[config.mk]
export PLATFORM = sky130hd
export DESIGN_NAME = mme_mac
export DESIGN_NICKNAME = d
export VERILOG_FILES = /design/src/hw/rtl/mme_pkg.sv /design/src/hw/rtl/mme_mac.sv
export SDC_FILE = /design/constraint.sdc
export NUM_CORES = 1
export LEC_CHECK = 0
export BUFFER_PORTS_ARGS = -buffer_cell sky130_fd_sc_hd__buf_2
export CORE_UTILIZATION = 25
export CTS_CLUSTER_SIZE = 20
export DETAILED_ROUTE_END_ITERATION = 8
export PLACE_DENSITY = 0.38
export SYNTH_ARGS = -nofsm -noshare
export SYNTH_HDL_FRONTEND = slang
export SYNTH_SLANG_ARGS = --single-unit
[constraint.sdc]
create_clock -name clock -period 8.3 [get_ports clock]
set_input_delay 0.415 -clock clock [delete_from_list [all_inputs] [get_ports clock]]
set_output_delay 0.415 -clock clock [all_outputs]
set_load 0.02 [all_outputs]
[src/hw/rtl/mme_pkg.sv]
// shared types, constants and helpers of the matrix multiply engine
package mme_pkg;

   // element and sum widths
   localparam int DATA_W   = 16;
   localparam int PROD_W   = 2 * DATA_W;
   localparam int SUM_W    = 40;

   // item field widths
   localparam int OP_W     = 2;
   localparam int INDEX_W  = 5;
   localparam int DIM_W    = 6;

   // stream packing
   localparam int REQ_DATA_W = 32;
   localparam int RSP_DATA_W = 48;
   localparam int ROW_LSB    = 0;
   localparam int COL_LSB    = ROW_LSB + INDEX_W;
   localparam int VALUE_LSB  = COL_LSB + INDEX_W;
   localparam int SUM_LSB    = INDEX_W;

   // configuration port
   localparam int CSR_ADDR_W = 4;
   localparam int CSR_DATA_W = 32;

   // sizing
   localparam int MAX_DIM_DEF = 32;
   localparam int RESULT_CAP  = 32;
   localparam logic [DIM_W-1:0] DIM_RESET = DIM_W'(32);

   // item operations
   typedef enum logic [OP_W-1:0] {
      OP_LOAD_LEFT  = 2'd0,
      OP_LOAD_RIGHT = 2'd1,
      OP_ROW        = 2'd2
   } op_type;

   // register indexes
   typedef enum logic [1:0] {
      REG_ROWS_USED  = 2'd0,
      REG_INNER_USED = 2'd1,
      REG_COLS_USED  = 2'd2
   } reg_index_type;

   // sequencer states
   typedef enum logic [1:0] {
      S_IDLE,
      S_ISSUE,
      S_DRAIN,
      S_HAND
   } seq_state_type;

   // one operand pair sent to the mac
   typedef struct packed {
      logic valid;
      logic first;
      logic last;
   } issue_type;

   // a size register as used: zero acts as one, large values clamp to the limit
   function automatic logic [DIM_W-1:0] eff_dim(input logic [DIM_W-1:0] v,
                                                 input logic [DIM_W-1:0] lim);
      logic [DIM_W-1:0] r;
      if (v == '0) begin
         r = DIM_W'(1);
      end else if (v > lim) begin
         r = lim;
      end else begin
         r = v;
      end
      return r;
   endfunction

endpackage

[src/hw/rtl/mme_mac.sv]
// shared multiply-accumulate unit: product register then accumulator
module mme_mac
   import mme_pkg::*;
(
   input  logic                    clock,
   input  logic                    reset,
   input  issue_type               issue,
   input  logic signed [DATA_W-1:0] left_data,
   input  logic signed [DATA_W-1:0] right_data,
   output logic                    done,
   output logic signed [SUM_W-1:0] sum
);

   issue_type               stage1_ff;
   issue_type               stage2_ff;
   logic signed [PROD_W-1:0] prod_ff;
   logic signed [SUM_W-1:0]  acc_ff;
   logic signed [SUM_W-1:0]  acc_in;
   logic                     done_ff;

   // control flags follow the ram read and the product register
   always_ff @(posedge clock) begin
      if (reset) begin
         stage1_ff <= '0;
         stage2_ff <= '0;
         done_ff   <= 1'b0;
      end else begin
         stage1_ff <= issue;
         stage2_ff <= stage1_ff;
         done_ff   <= stage2_ff.valid & stage2_ff.last;
      end
   end

   // accumulate, restarting on the first term of a column
   always_comb begin
      if (stage2_ff.first) begin
         acc_in = SUM_W'(prod_ff);
      end else begin
         acc_in = acc_ff + SUM_W'(prod_ff);
      end
   end

   // product and accumulator registers
   always_ff @(posedge clock) begin
      if (stage1_ff.valid) begin
         prod_ff <= left_data * right_data;
      end
      if (stage2_ff.valid) begin
         acc_ff <= acc_in;
      end
   end

   assign done = done_ff;
   assign sum  = acc_ff;

endmodule

* Word level (Yosys, flattened, before mapping)
Index checks and enable logic that the tools add are counted.
** Storage, ports and cells
- Bits of input ports :: 37
- Logic and storage cells :: 13
- Output and inout port bits :: 41
- Bits in registers :: 79
** Cells by class
- Mux-type cells :: 1
- Multiply operators :: 1
- Bitwise logic cells :: 1
- $add $sub $neg :: 1
** Operator list (count)
- $add A40 B32 Y40 :: 1
- $mux W40 :: 1
- $mul A16 B16 Y32 :: 1
- $and A1 B1 Y1 :: 1

* Logic depth before layout (Yosys ltp)
- Word-level depth :: 2
- Depth in mapped cells :: 25
- Gate-level depth less buffers :: 24

* Worst setup path before layout
Ideal clock, no wire load.
- Path type :: in2reg
- From :: input port left_data[10]
- To :: register prod_ff[30] (data pin)
- Slack :: 1.932 ns
- Library setup time :: 0.262 ns
- Stages :: 20
- Data arrival time :: 6.106 ns
- Buffers on the path :: 1
- Path through :: clkbuf_1 -> nand2_1 -> fa_1 -> fa_1 -> fa_1 -> fa_1 -> inv_1 -> fa_1 -> fa_1 -> ha_1 -> a2111oi_1 -> a22oi_1 -> a21o_1 -> a211o_1 -> nand2b_1 -> a21boi_1 -> or4b_1 -> a31oi_1 -> o21ai_1 -> xor2_1
** Between the ends
- Word-level cells in the longest chain between the ends :: 1
** Ends and longest elaborated chain
- start: declaration :: line mme_mac.sv:8 : input logic signed [DATA_W-1:0] left_data,
- $mul A16 B16 Y32 :: line mme_mac.sv:46 : prod_ff <= left_data * right_data;
- end signal: assignment :: line mme_mac.sv:46
- end: declaration :: line mme_mac.sv:16 : logic signed [PROD_W-1:0] prod_ff;
Every way passes these cells.
A chain may end at the register's enable or synchronous reset.

* Final worst setup path
- From :: input port left_data[6]
- To :: register prod_ff[30] (data pin)
Same word-level chain as after synthesis.

==> results.sh <==
export IMPL_max_slew_margin_rel_pct=24.6
export IMPL_dieHeight_microns=243
export IMPL_rows=87
export IMPL_grt_util_met3_pct=1.64
export IMPL_num_io_pins=78
export IMPL_dp_hpwl_microns=31800
export IMPL_worstMarginPinSlew_ns=1.13
export IMPL_path_cells="buf_2, and2_1, fa_1, inv_1, fa_1, fa_1, fa_1, inv_1, fa_1, fa_1, ha_1, a2111oi_1, a22oi_1, a21o_1, a211o_1, nand2b_1, a21boi_1, or4b_1, a31oi_1, o21ai_1, xor2_1"
export IMPL_clkTransAtPathRegs_ns=0.06
export IMPL_cap_viol_max_count=0
export IMPL_grt_use_met2_pct=20.9
export IMPL_drv_slew=0
export IMPL_path_common_cell="fa_1"
export IMPL_critical_path_class="in -> reg"
export IMPL_grt_pass1_vias=11000
export IMPL_final_cell_area_sq_um=16000
export IMPL_synthToLayoutAreaGrowth_pct=10.1
export IMPL_portBuffers=77
export IMPL_top_usage_layer="met2"
export IMPL_htree_levels=3
export IMPL_core_sq_um=56800
export IMPL_ys_ff_latch=79
export IMPL_synth_distinct_cells=67
export IMPL_hold_path_class="in -> reg"
export IMPL_cts_root_buffer="clkbuf_16"
export IMPL_fin_nets=1978
export IMPL_grt_util_met1_pct=19.6
export IMPL_postSynthCellCount=1514
export IMPL_wl_microns=37600
export IMPL_synth_fp_nets=1935
export IMPL_arrival_ns=6.60
export IMPL_finalSetupTns_ns=0
export IMPL_ys_seq_area_share_pct=15.9
export IMPL_grtUsageTotal_pct=13.3
export IMPL_dieArea_sq_um=58900
export IMPL_drcViolationCount=0
export IMPL_syn_area_sq_um=14500
export IMPL_die_width_microns=243
export IMPL_skew_ns=0.00963
export IMPL_synth_edff_count=72
export IMPL_cts_sinks=79
export IMPL_clkLatencyLatePin_ns=0.35
export IMPL_outcome="finished clean"
export IMPL_firstDrtPassIters=5
export IMPL_antenna_found_initial=0
export IMPL_rsz0062_at_grt="false"
export IMPL_num_vias=9927
export IMPL_ctsLongestPathBuffers=2
export IMPL_detail_route_wl_per_cell_microns=16.2
export IMPL_required_ns=8.40
export IMPL_avgSynthCellArea_sq_um=9.57
export IMPL_ys_warn_count=0
export IMPL_critPathSlowestCell="fa_1"
export IMPL_cts_tree="done"
export IMPL_gp_congestion=0.808
export IMPL_path_max_fanout=16
export IMPL_max_stage_delay_ns=0.54
export IMPL_fillers=6183
export IMPL_antenna_cells=0
export IMPL_post_cts_buffers=0
export IMPL_min_period_ns=6.50
export IMPL_startpoint_type="primary input"
export IMPL_grt_overflow_total=0
export IMPL_numCtsBuffers=9
export IMPL_final_antenna_net_count=0
export IMPL_cp_end_kind="register"
export IMPL_hold_viol=0
export IMPL_ys_async_sr_fraction_pct=0
export IMPL_max_freq_mhz=154
export IMPL_dominantRegCellSynth="edfxtp_1"
export IMPL_grt_first_pass_wirelength_microns=62100
export IMPL_placed_area_sq_um=15700
export IMPL_grt_max_degree=77
export IMPL_drt_iter0_drc=406
export IMPL_fin_crit_sh_pct=78.3
export IMPL_cts_resized=0
export IMPL_drt_vias_per_instance=4.28
export IMPL_drive_gt1_share_pct=7.30
export IMPL_initial_core_util_pct=25.5
export IMPL_hold_buffers=0
export IMPL_whs_ns=0.291
export IMPL_setup_viol=0
-- metrics by stage --
stage | setup WS, ns | cells | utilization, %
2_1_floorplan | 1.93 | 1514 | -
3_3_place_gp | 1.48 | 2302 | 27.6
3_5_place_dp | 1.41 | 2302 | 27.6
4_1_cts | 1.80 | 2318 | 28.1
5_1_grt | 1.40 | 2318 | 28.1
6_report | 1.80 | 2318 | 28.1
-- critical path: cells and delay by family --
kind | cells | cell delay, ns
simple gates | 3 | 0.80
fa+ha+maj | 7 | 3.21
xor+xnor | 1 | 0.15
buf+inv | 3 | 0.46
compound gates | 7 | 1.56
-- final timing paths --
check,endpoint,slack [ns],startpoint,cells past startpoint
worst max-delay path,prod_ff[30]$_DFFE_PP_,1.80,left_data[6],21
worst min-delay path,stage1_ff[1]$_SDFF_PP0_,0.29,issue[1],2
worst max register to register,sum[22]$_DFFE_PP_,4.71,prod_ff[0]$_DFFE_PP_,14
worst min register to register,done$_SDFF_PP0_,0.41,stage2_ff[0]$_SDFF_PP0_,2
-- state kept, by name (all words and copies together) (netlist names) --
name,count
done,1
prod_ff,32
stage1_ff,3
stage2_ff,3
sum,40
-- cells by family after synthesis --
logic type / Yosys count / synth area share [%]
flip-flops: 79 / 15.9
AO/OA/AOI/OAI: 221 / 9.76
AND/OR/NAND/NOR: 406 / 14.0
buffers and inverters: 351 / 9.09
XOR/XNOR: 69 / 4.17
adder cells (fa/ha/maj): 384 / 46.8
multiplexers: 4 / 0.320
-- layout make-up --
class | count | area (sq um) | area share [%]
repair buffers | 80 | 408 | 2.56
clock buffers | 11 | 254 | 1.59
multi-input cells | 1084 | 10900 | 68.1
flip-flops and latches | 79 | 2300 | 14.4
inverters | 303 | 1140 | 7.13
well taps | 756 | 946 | 5.93
clock inverters | 5 | 38.8 | 0.243
-- placed cells by master (no fill, tap or decap), types with 3 or more instances in the layout --
master / instances
nor2b_1: 14
o21ai_1: 12
clkbuf_16: 10
xor2_1: 23
a31oi_1: 5
a211oi_1: 5
o21bai_1: 8
o21a_1: 7
buf_2: 77
buf_4: 3
ha_1: 121
nand4_1: 5
and3_1: 5
nand2b_1: 5
nand2_1: 180
a21o_1: 37
and2_1: 125
o21ai_0: 52
fa_1: 263
nand3_1: 15
inv_1: 303
clkinv_4: 3
edfxtp_1: 72
nor2_1: 33
xnor2_1: 46
nor3_1: 8
o21ai_2: 3
dfxtp_1: 5
a21oi_1: 64
-- metal layers --
metal  share of wire (%)  up-vias
met1                  52     4895
met2                  43      168
li1                    -     4834
met5                   0        -
met4                 1.3        0
met3                 3.4       30
-- cells in the mapped netlist, drive strengths merged (7+ instances only) --
library cell	n	share of area (%)
xor2	23	1.4
nor3	9	0.39
dfxtp	7	0.97
clkbuf	47	1.2
inv	303	7.9
ha	121	10
a31oi	7	0.51
nor2	33	0.86
nor2b	15	0.70
and2	126	5.5
a21o	37	1.9
nand3	15	0.52
nand2	180	4.7
edfxtp	72	15
o21ai	67	2.4
xnor2	46	2.8
o21bai	8	0.41
o21a	7	0.36
fa	263	36
a21oi	66	2.3
Power is left out: the tool's default activity adds up to more than one toggle a clock period on the data nets, which glitch-free logic cannot reach.
